$ cat src/sv/lcdns_pkg.sv
// ----------------------------------------------------------------------------
// LCD nibble sequencer package
// Shared types, codes and constants for the character-LCD 4-bit sequencer.
// ----------------------------------------------------------------------------
package lcdns_pkg;

    // Request codes on the action port.
    localparam logic [2:0] ACT_INIT   = 3'd0;
    localparam logic [2:0] ACT_CMD    = 3'd1;
    localparam logic [2:0] ACT_CHAR   = 3'd2;
    localparam logic [2:0] ACT_CLEAR  = 3'd3;
    localparam logic [2:0] ACT_HOME   = 3'd4;
    localparam logic [2:0] ACT_CURSOR = 3'd5;

    // Configuration register indexes.
    localparam logic [2:0] CFG_FUNCTION_SET = 3'd0;
    localparam logic [2:0] CFG_DISPLAY_CTRL = 3'd1;
    localparam logic [2:0] CFG_ENTRY_MODE   = 3'd2;
    localparam logic [2:0] CFG_PULSE        = 3'd3;
    localparam logic [2:0] CFG_NIBBLE_GAP   = 3'd4;
    localparam logic [2:0] CFG_SLOW_WAIT    = 3'd5;
    localparam logic [2:0] CFG_POWER_ON     = 3'd6;

    // Configuration reset values.
    localparam logic [7:0]  RST_FUNCTION_SET = 8'h28;
    localparam logic [7:0]  RST_DISPLAY_CTRL = 8'h0F;
    localparam logic [7:0]  RST_ENTRY_MODE   = 8'h06;
    localparam logic [7:0]  RST_PULSE        = 8'd10;
    localparam logic [9:0]  RST_NIBBLE_GAP   = 10'd100;
    localparam logic [13:0] RST_SLOW_WAIT    = 14'd2000;
    localparam logic [15:0] RST_POWER_ON     = 16'd40000;

    // LCD command bytes and init constants.
    localparam logic [7:0]  CMD_CLEAR       = 8'h01;
    localparam logic [7:0]  CMD_HOME        = 8'h02;
    localparam logic [7:0]  CURSOR_ROW1     = 8'h80;
    localparam logic [7:0]  CURSOR_ROW2     = 8'hC0;
    localparam logic [3:0]  INIT_NIB_A      = 4'h3;
    localparam logic [3:0]  INIT_NIB_B      = 4'h2;
    localparam logic [15:0] INIT_WAIT_LONG  = 16'd5000;
    localparam logic [15:0] INIT_WAIT_SHORT = 16'd150;
    localparam logic [5:0]  MAX_COLUMN      = 6'd40;

    // Sequencer step numbering.
    localparam int          STEP_W         = 4;
    localparam logic [3:0]  INIT_LAST_STEP = 4'd11;
    localparam logic [3:0]  INIT_CLR_LO    = 4'd9;
    localparam logic [3:0]  BYTE_LAST_STEP = 4'd1;

    localparam int QUEUE_DEPTH = 4;

    typedef enum logic [1:0] {
        KIND_INIT,
        KIND_CMD,
        KIND_CHAR,
        KIND_SLOW
    } kind_t;

    typedef struct packed {
        kind_t      kind;
        logic [7:0] value;
    } desc_t;

    typedef struct packed {
        logic [7:0]  function_set;
        logic [7:0]  display_ctrl;
        logic [7:0]  entry_mode;
        logic [7:0]  pulse_us;
        logic [9:0]  gap_us;
        logic [13:0] slow_us;
        logic [15:0] power_on_us;
    } cfg_t;

endpackage

$ cat src/sv/lcdns_front.sv
// ----------------------------------------------------------------------------
// LCD nibble sequencer front end
// Checks each request and turns it into a queue word for the back end.
// ----------------------------------------------------------------------------
module lcdns_front (
    input  logic               accept,
    input  logic [2:0]         action,
    input  logic [7:0]         byte_value,
    input  logic [1:0]         row,
    input  logic [5:0]         column,
    output logic               push,
    output lcdns_pkg::desc_t   desc
);
    import lcdns_pkg::*;

    logic       has_work;
    logic       col_ok;
    logic [5:0] col_m1;

    assign col_ok = column inside {[6'd1:MAX_COLUMN]};
    assign col_m1 = column - 6'd1;

    always_comb
    begin
        has_work   = 1'b1;
        desc.kind  = KIND_CMD;
        desc.value = byte_value;
        case (action)
            ACT_INIT:
            begin
                desc.kind  = KIND_INIT;
                desc.value = 8'h00;
            end
            ACT_CMD:
            begin
                desc.kind = KIND_CMD;
            end
            ACT_CHAR:
            begin
                desc.kind = KIND_CHAR;
            end
            ACT_CLEAR:
            begin
                desc.kind  = KIND_SLOW;
                desc.value = CMD_CLEAR;
            end
            ACT_HOME:
            begin
                desc.kind  = KIND_SLOW;
                desc.value = CMD_HOME;
            end
            ACT_CURSOR:
            begin
                desc.kind  = KIND_CMD;
                desc.value = ((row == 2'd2) ? CURSOR_ROW2 : CURSOR_ROW1) | {2'b00, col_m1};
                // An off-screen position produces nothing at all.
                has_work   = col_ok && (row inside {2'd1, 2'd2});
            end
            default:
            begin
                has_work = 1'b0;
            end
        endcase
    end

    assign push = accept && has_work;

endmodule

$ cat src/sv/lcdns_queue.sv
// ----------------------------------------------------------------------------
// LCD nibble sequencer request queue
// Small FIFO of classified requests between the front and back ends.
// ----------------------------------------------------------------------------
module lcdns_queue #(
    parameter int Depth = lcdns_pkg::QUEUE_DEPTH
) (
    input  logic               clk,
    input  logic               rst_n,
    input  logic               push,
    input  lcdns_pkg::desc_t   push_desc,
    input  logic               pop,
    output lcdns_pkg::desc_t   head,
    output logic               empty,
    output logic               full
);
    import lcdns_pkg::*;

    localparam int PtrW = (Depth > 1) ? $clog2(Depth) : 1;
    localparam int CntW = $clog2(Depth + 1);
    localparam logic [PtrW-1:0] LastPtr = PtrW'(Depth - 1);
    localparam logic [CntW-1:0] FullCnt = CntW'(Depth);

    desc_t           mem [Depth];
    logic [PtrW-1:0] wr_ptr_reg;
    logic [PtrW-1:0] wr_ptr_next;
    logic [PtrW-1:0] rd_ptr_reg;
    logic [PtrW-1:0] rd_ptr_next;
    logic [CntW-1:0] count_reg;
    logic [CntW-1:0] count_next;

    assign empty = (count_reg == '0);
    assign full  = (count_reg == FullCnt);
    assign head  = mem[rd_ptr_reg];

    always_comb
    begin
        wr_ptr_next = wr_ptr_reg;
        rd_ptr_next = rd_ptr_reg;
        count_next  = count_reg;
        if (push)
        begin
            wr_ptr_next = (wr_ptr_reg == LastPtr) ? '0 : wr_ptr_reg + 1'b1;
        end
        if (pop)
        begin
            rd_ptr_next = (rd_ptr_reg == LastPtr) ? '0 : rd_ptr_reg + 1'b1;
        end
        if (push && !pop)
        begin
            count_next = count_reg + 1'b1;
        end
        else if (pop && !push)
        begin
            count_next = count_reg - 1'b1;
        end
    end

    always_ff @(posedge clk or negedge rst_n)
    begin
        if (!rst_n)
        begin
            wr_ptr_reg <= '0;
            rd_ptr_reg <= '0;
            count_reg  <= '0;
        end
        else
        begin
            wr_ptr_reg <= wr_ptr_next;
            rd_ptr_reg <= rd_ptr_next;
            count_reg  <= count_next;
        end
    end

    always_ff @(posedge clk)
    begin
        if (push)
        begin
            mem[wr_ptr_reg] <= push_desc;
        end
    end

endmodule

$ cat src/sv/lcdns_back.sv
// ----------------------------------------------------------------------------
// LCD nibble sequencer back end
// Steps through the nibbles of one request per queue word, one per cycle.
// ----------------------------------------------------------------------------
module lcdns_back (
    input  logic               clk,
    input  logic               rst_n,
    input  lcdns_pkg::cfg_t    cfg,
    input  lcdns_pkg::desc_t   head,
    input  logic               empty,
    output logic               pop,
    output logic               result_valid,
    output logic               reg_select,
    output logic [3:0]         nibble,
    output logic [15:0]        pre_wait_us,
    output logic [7:0]         pulse_us,
    output logic [15:0]        post_wait_us,
    output logic               last
);
    import lcdns_pkg::*;

    typedef enum logic {
        ST_IDLE,
        ST_SEND
    } state_t;

    state_t            state_reg;
    desc_t             desc_reg;
    logic [STEP_W-1:0] step_reg;

    logic              valid_reg;
    logic              rs_reg;
    logic [3:0]        nib_reg;
    logic [15:0]       pre_reg;
    logic [7:0]        pulse_reg;
    logic [15:0]       post_reg;
    logic              last_reg;

    logic [7:0]        cur_byte;
    logic [3:0]        cur_nib;
    logic [15:0]       cur_pre;
    logic [15:0]       cur_post;
    logic              cur_last;
    logic              cur_slow;
    logic              is_init;
    logic              finishing;

    assign is_init = (desc_reg.kind == KIND_INIT);

    always_comb
    begin
        case (step_reg[3:1])
            3'd2:    cur_byte = is_init ? cfg.function_set : desc_reg.value;
            3'd3:    cur_byte = is_init ? cfg.display_ctrl : desc_reg.value;
            3'd4:    cur_byte = is_init ? CMD_CLEAR : desc_reg.value;
            3'd5:    cur_byte = is_init ? cfg.entry_mode : desc_reg.value;
            default: cur_byte = desc_reg.value;
        endcase

        if (is_init && (step_reg < 4'd3))
        begin
            cur_nib = INIT_NIB_A;
        end
        else if (is_init && (step_reg == 4'd3))
        begin
            cur_nib = INIT_NIB_B;
        end
        else
        begin
            cur_nib = step_reg[0] ? cur_byte[3:0] : cur_byte[7:4];
        end

        cur_pre = '0;
        if (is_init)
        begin
            case (step_reg)
                4'd0:    cur_pre = cfg.power_on_us;
                4'd1:    cur_pre = INIT_WAIT_LONG;
                4'd2:    cur_pre = INIT_WAIT_SHORT;
                default: cur_pre = '0;
            endcase
        end

        cur_last = is_init ? (step_reg == INIT_LAST_STEP) : (step_reg == BYTE_LAST_STEP);
        cur_slow = is_init ? (step_reg == INIT_CLR_LO)
                           : ((desc_reg.kind == KIND_SLOW) && (step_reg == BYTE_LAST_STEP));

        // The widest sum is well below 16 bits, so it never needs to saturate.
        cur_post = {6'b0, cfg.gap_us} + (cur_slow ? {2'b0, cfg.slow_us} : 16'd0);
    end

    assign finishing = (state_reg == ST_SEND) && cur_last;
    assign pop       = !empty && ((state_reg == ST_IDLE) || finishing);

    always_ff @(posedge clk or negedge rst_n)
    begin
        if (!rst_n)
        begin
            state_reg <= ST_IDLE;
            step_reg  <= '0;
            valid_reg <= 1'b0;
            last_reg  <= 1'b0;
            rs_reg    <= 1'b0;
            nib_reg   <= '0;
            pre_reg   <= '0;
            pulse_reg <= '0;
            post_reg  <= '0;
            desc_reg  <= '0;
        end
        else
        begin
            valid_reg <= (state_reg == ST_SEND);
            if (state_reg == ST_SEND)
            begin
                rs_reg    <= (desc_reg.kind == KIND_CHAR);
                nib_reg   <= cur_nib;
                pre_reg   <= cur_pre;
                pulse_reg <= cfg.pulse_us;
                post_reg  <= cur_post;
                last_reg  <= cur_last;
            end

            if (pop)
            begin
                state_reg <= ST_SEND;
                desc_reg  <= head;
                step_reg  <= '0;
            end
            else if (finishing)
            begin
                state_reg <= ST_IDLE;
            end
            else if (state_reg == ST_SEND)
            begin
                step_reg <= step_reg + 1'b1;
            end
        end
    end

    assign result_valid = valid_reg;
    assign reg_select   = rs_reg;
    assign nibble       = nib_reg;
    assign pre_wait_us  = pre_reg;
    assign pulse_us     = pulse_reg;
    assign post_wait_us = post_reg;
    assign last         = last_reg;

endmodule

$ cat src/sv/char_lcd_nibble_sequencer.sv
// From an idle sequencer, an accepted request goes through the queue, the back-end send
// state and the output register before its first nibble is strobed. Throughput: one nibble
// per cycle from the back-end sequencer. busy rises while the request queue is full.
// Results are strobed for one cycle each; the receiver cannot stall them.
// Reset clears the queue and the sequencer and restores every configuration default.
// ----------------------------------------------------------------------------
// Character-LCD nibble sequencer
// Expands LCD requests into timed 4-bit nibble transfers with enable timing.
// ----------------------------------------------------------------------------
module char_lcd_nibble_sequencer #(
    parameter int QueueDepth = lcdns_pkg::QUEUE_DEPTH
) (
    input  logic        clk,
    input  logic        rst_n,
    input  logic        start,
    output logic        busy,
    input  logic [2:0]  action,
    input  logic [7:0]  byte_value,
    input  logic [1:0]  row,
    input  logic [5:0]  column,
    input  logic        cfg_valid,
    output logic        cfg_ready,
    input  logic [2:0]  cfg_index,
    input  logic [15:0] cfg_data,
    output logic        result_valid,
    output logic        reg_select,
    output logic [3:0]  nibble,
    output logic [15:0] pre_wait_us,
    output logic [7:0]  pulse_us,
    output logic [15:0] post_wait_us,
    output logic        last
);
    import lcdns_pkg::*;

    cfg_t  cfg_reg;
    desc_t front_desc;
    desc_t head;
    logic  push;
    logic  pop;
    logic  empty;
    logic  full;

    assign cfg_ready = 1'b1;
    assign busy      = full;

    always_ff @(posedge clk or negedge rst_n)
    begin
        if (!rst_n)
        begin
            cfg_reg.function_set <= RST_FUNCTION_SET;
            cfg_reg.display_ctrl <= RST_DISPLAY_CTRL;
            cfg_reg.entry_mode   <= RST_ENTRY_MODE;
            cfg_reg.pulse_us     <= RST_PULSE;
            cfg_reg.gap_us       <= RST_NIBBLE_GAP;
            cfg_reg.slow_us      <= RST_SLOW_WAIT;
            cfg_reg.power_on_us  <= RST_POWER_ON;
        end
        else if (cfg_valid && cfg_ready)
        begin
            case (cfg_index)
                CFG_FUNCTION_SET: cfg_reg.function_set <= cfg_data[7:0];
                CFG_DISPLAY_CTRL: cfg_reg.display_ctrl <= cfg_data[7:0];
                CFG_ENTRY_MODE:   cfg_reg.entry_mode   <= cfg_data[7:0];
                CFG_PULSE:        cfg_reg.pulse_us     <= cfg_data[7:0];
                CFG_NIBBLE_GAP:   cfg_reg.gap_us       <= cfg_data[9:0];
                CFG_SLOW_WAIT:    cfg_reg.slow_us      <= cfg_data[13:0];
                CFG_POWER_ON:     cfg_reg.power_on_us  <= cfg_data;
                default:          ;
            endcase
        end
    end

    lcdns_front u_front (
        .accept     (start && !busy),
        .action     (action),
        .byte_value (byte_value),
        .row        (row),
        .column     (column),
        .push       (push),
        .desc       (front_desc)
    );

    lcdns_queue #(
        .Depth (QueueDepth)
    ) u_queue (
        .clk       (clk),
        .rst_n     (rst_n),
        .push      (push),
        .push_desc (front_desc),
        .pop       (pop),
        .head      (head),
        .empty     (empty),
        .full      (full)
    );

    lcdns_back u_back (
        .clk          (clk),
        .rst_n        (rst_n),
        .cfg          (cfg_reg),
        .head         (head),
        .empty        (empty),
        .pop          (pop),
        .result_valid (result_valid),
        .reg_select   (reg_select),
        .nibble       (nibble),
        .pre_wait_us  (pre_wait_us),
        .pulse_us     (pulse_us),
        .post_wait_us (post_wait_us),
        .last         (last)
    );

endmodule

$ cat config.mk
export PLATFORM = sky130hd
export DESIGN_NAME = char_lcd_nibble_sequencer
export DESIGN_NICKNAME = d
export VERILOG_FILES = /design/src/sv/lcdns_pkg.sv /design/src/sv/lcdns_front.sv /design/src/sv/lcdns_queue.sv /design/src/sv/lcdns_back.sv /design/src/sv/char_lcd_nibble_sequencer.sv
export SDC_FILE = /design/constraint.sdc
export NUM_CORES = 1
export LEC_CHECK = 0
export BUFFER_PORTS_ARGS = -buffer_cell sky130_fd_sc_hd__buf_2
export CAP_MARGIN = 10
export CELL_PAD_IN_SITES_DETAIL_PLACEMENT = 0
export CELL_PAD_IN_SITES_GLOBAL_PLACEMENT = 1
export CORE_MARGIN = 3
export CORE_UTILIZATION = 48
export DETAILED_ROUTE_END_ITERATION = 8
export GPL_ROUTABILITY_DRIVEN = 0
export PLACE_DENSITY = 0.88
export SKIP_LAST_GASP = 1
export SLEW_MARGIN = 20
export SYNTH_ARGS = -nofsm -noshare
export SYNTH_HDL_FRONTEND = slang
export SYNTH_SLANG_ARGS = --single-unit
$ cat constraint.sdc
create_clock -name clk -period 4.56 [get_ports clk]
set_clock_uncertainty 0.1 [all_clocks]
set_input_delay 0.228 -clock clk [delete_from_list [all_inputs] [get_ports clk]]
set_output_delay 0.228 -clock clk [all_outputs]
set_load 0.03 [all_outputs]
==> reports/qor.txt <==
Status = finished, final reports clean
Sequential share of the synthesized area = 0.556
Critical Path Fanout Max = 17
Number of register bits inferred by synthesis = 180
R2r worst-path depth = 11
Diodes inserted = 0
Number of flip-flops in the largest register = 72
First-pass GRT wire length = 30000 µm
Mean post-synth cell area = 13.0 µm²
Ys flop type = dfrtp_1
Number of max-cap violations = 0
Flop2flop setup slack = 620 ps
Via density = 5.77
Later-pin clock latency in the skew report = 440 ps
FMAX = 254 MHz
Post_cts resized = 0
Worst ir drop on vdd = 299 µV
Pin count of the biggest net entering global routing = 101
Critical Path Sink = u_back.post_wait_us[10]
Max-slew headroom = 0.362
Net Count, Synth = 725
Initial core utilization = 0.491
FP Rows = 48
Die area = 19400 µm²
Share of layout cells above drive strength 1 = 0.359
Multi-input logic area = 3560 µm²
Power Dens Cells = 585 nW/µm²
Distinct cells, synth = 71
Register area = 4730 µm²
Post-layout net count = 814
Yosys top cell area share = 0.341
Pre-antenna DRT Iters = 5
Core area = 17400 µm²
Synth warn = 0
Finished Layout Cells = 983
Sink Count = 180
Die X = 139 µm
Worst setup EP type = flop
Static leakage = 0.00427 µW
Startpoint types = flop
Crit Reg-Reg Startpoint = u_back.step_reg[2]
Setup CP Type = flop to flop
Largest area contributor in the netlist = dfrtp_1
Area Growth Syn to Fin = 15.7%
Maximum root-to-sink buffer count = 2
Total wire length = 18300 µm
Synth async-reset ratio = 0.778
DP Wirelength = 12900 µm
Design Power = 5760 µW
Worst slew pin tran = 951 ps
Crit path from = u_back.step_reg[2]
Required time of the critical path = 4780 ps
TNS Setup = 0 ps
DR WL/cell = 18.6 µm
Total track usage = 0.194
Number of routed nets with antenna violations = 0
Setup Buffers After CTS = 0
Synth area leaders = dfrtp_1, edfxtp_1, mux2_2
H-tree depth = 4
CTS Hold Bufs = 9
Port Buffers = 88
Initial antenna violation count = 0
# DRC = 0
Total grt overflow = 0
Worst Path Arrival = 4160 ps
EDFF count, synth = 40
Hold Violations, Final = 0
Total vias in the final route = 5672
Number of DRC markers in iteration 0 = 351
Final Setup Violations = 0
Min-Delay Path Class = input pin to flop
Die Ht = 139 µm
Period utilization = 0.864
Synth Instances = 656
Placed cell count = 942
Min cycle time layout = 3940 ps
# IOs = 91
Number of global-route vias before repair = 5794
Final Util = 0.567
CTS buffer count = 17
CTS root buffer = clkbuf_16
RSZ-0062 raised after global routing = no
Reg2reg end = u_back.post_wait_us[10]
Fill count = 1372
Clk slew on worst S/H paths = 70 ps
CTS tree = built
Mapped Area = 8510 µm²
Slew Viols, Final = 0
## final cells by class
type,count,area share
Tap cell,225,0.0286
Timing Repair Buffer,100,0.0568
Clock inverter,15,0.0194
Sequential cell,180,0.481
Multi-Input combinational cell,421,0.362
Inverter,25,0.00953
Clock buffer,17,0.0432
## synth_stat cells (3+ instances only)
library cell	number
a31oi_1	6
nor2_1	24
buf_4	3
o211ai_1	5
dfstp_2	24
mux2_2	97
nand2_1	32
mux4_2	10
ha_1	25
o21ai_0	22
clkbuf_1	23
a211oi_1	6
nor3b_1	4
nand4b_1	3
and2_1	11
xnor2_1	7
and2_2	4
edfxtp_1	40
o31ai_1	11
mux2i_1	5
a22o_1	17
dfrtp_1	116
nand3_1	11
inv_1	25
a221oi_1	5
nor3_1	4
a21oi_1	25
buf_1	3
nand2b_1	4
xor2_1	3
nor2b_1	5
a21o_1	10
o21a_1	8
nand4_1	5
## how the worst min path moves through the flow
stage / from / to / slack, ps / cells after the start
after global placement: rst_n / u_back.pre_wait_us[11] / 260 / 1
final: cfg_data[0] / cfg_reg[40] / 40 / 2
after CTS: cfg_data[0] / cfg_reg[40] / 20 / 2
after floorplan: rst_n / cfg_reg[0] / -170 / 0
after global routing: cfg_data[2] / cfg_reg[18] / 40 / 2
after detailed placement: rst_n / u_back.pre_wait_us[13] / 280 / 1
## report_power, final
| part | leakage (µW) | internal [µW] | total [µW] | switching (µW) |
|---|---|---|---|---|
| clock | 0.000300 | 834 | 1500 | 669 |
| combinational | 0.00193 | 797 | 1820 | 1020 |
| sequential | 0.00204 | 2090 | 2440 | 351 |
| total | 0.00427 | 3730 | 5760 | 2040 |
## cell families after synthesis
logic type	Yosys count	synth area share
muxes	114	0.164
AOI/OAI and AO/OA	142	0.121
other	2	0.000882
buffers and inverters	55	0.0257
adders and majority gates	27	0.0414
and+or+nand+nor	126	0.0808
DFF	180	0.556
xor gates and xnor gates	10	0.0103
## critical path: stages (launching register included)
cell      delay (ps)
dfrtp_1          490
inv_1            130
ha_1             160
or3b_2           460
a21boi_2         580
and2_1           230
ha_1             280
a211o_1          360
a211oi_1         370
o21ai_0          160
a221o_1          320
a22o_1           180
## metal layers
| metal | vias up | wire length [µm] | track usage |
|---|---|---|---|
| met3 | 32 | 901 | 0.0424 |
| met2 | 183 | 9030 | 0.315 |
| li1 | 2623 | - | - |
| met1 | 2834 | 7990 | 0.260 |
| met4 | 0 | 362 | 0.0659 |
| met5 | - | 0 | 0 |
## cells in the final DEF (no fill, tap or decap), types with 6 or more instances in the layout
cell type,count
dfrtp_1,116
mux2_2,97
buf_2,87
edfxtp_1,40
nand2_1,32
inv_1,25
a21oi_1,25
ha_1,25
nor2_1,24
dfstp_2,24
o21ai_0,22
a22o_1,17
clkbuf_16,17
nand3_1,11
and2_1,11
o31ai_1,11
a21o_1,10
mux4_2,10
dlygate4sd3_1,9
o21a_1,8
xnor2_1,7
a31oi_1,6
a211oi_1,6
## per-stage QoR
step	hold WS, ps	cell area, µm²	setup WS (ps)
2_1_floorplan	-168	8510	1040
3_3_place_gp	261	9140	785
3_5_place_dp	279	9140	678
4_1_cts	20.4	9850	667
5_1_grt	40.5	9850	404
6_report	43.4	9850	620
(Power assumes the default switching activity.)
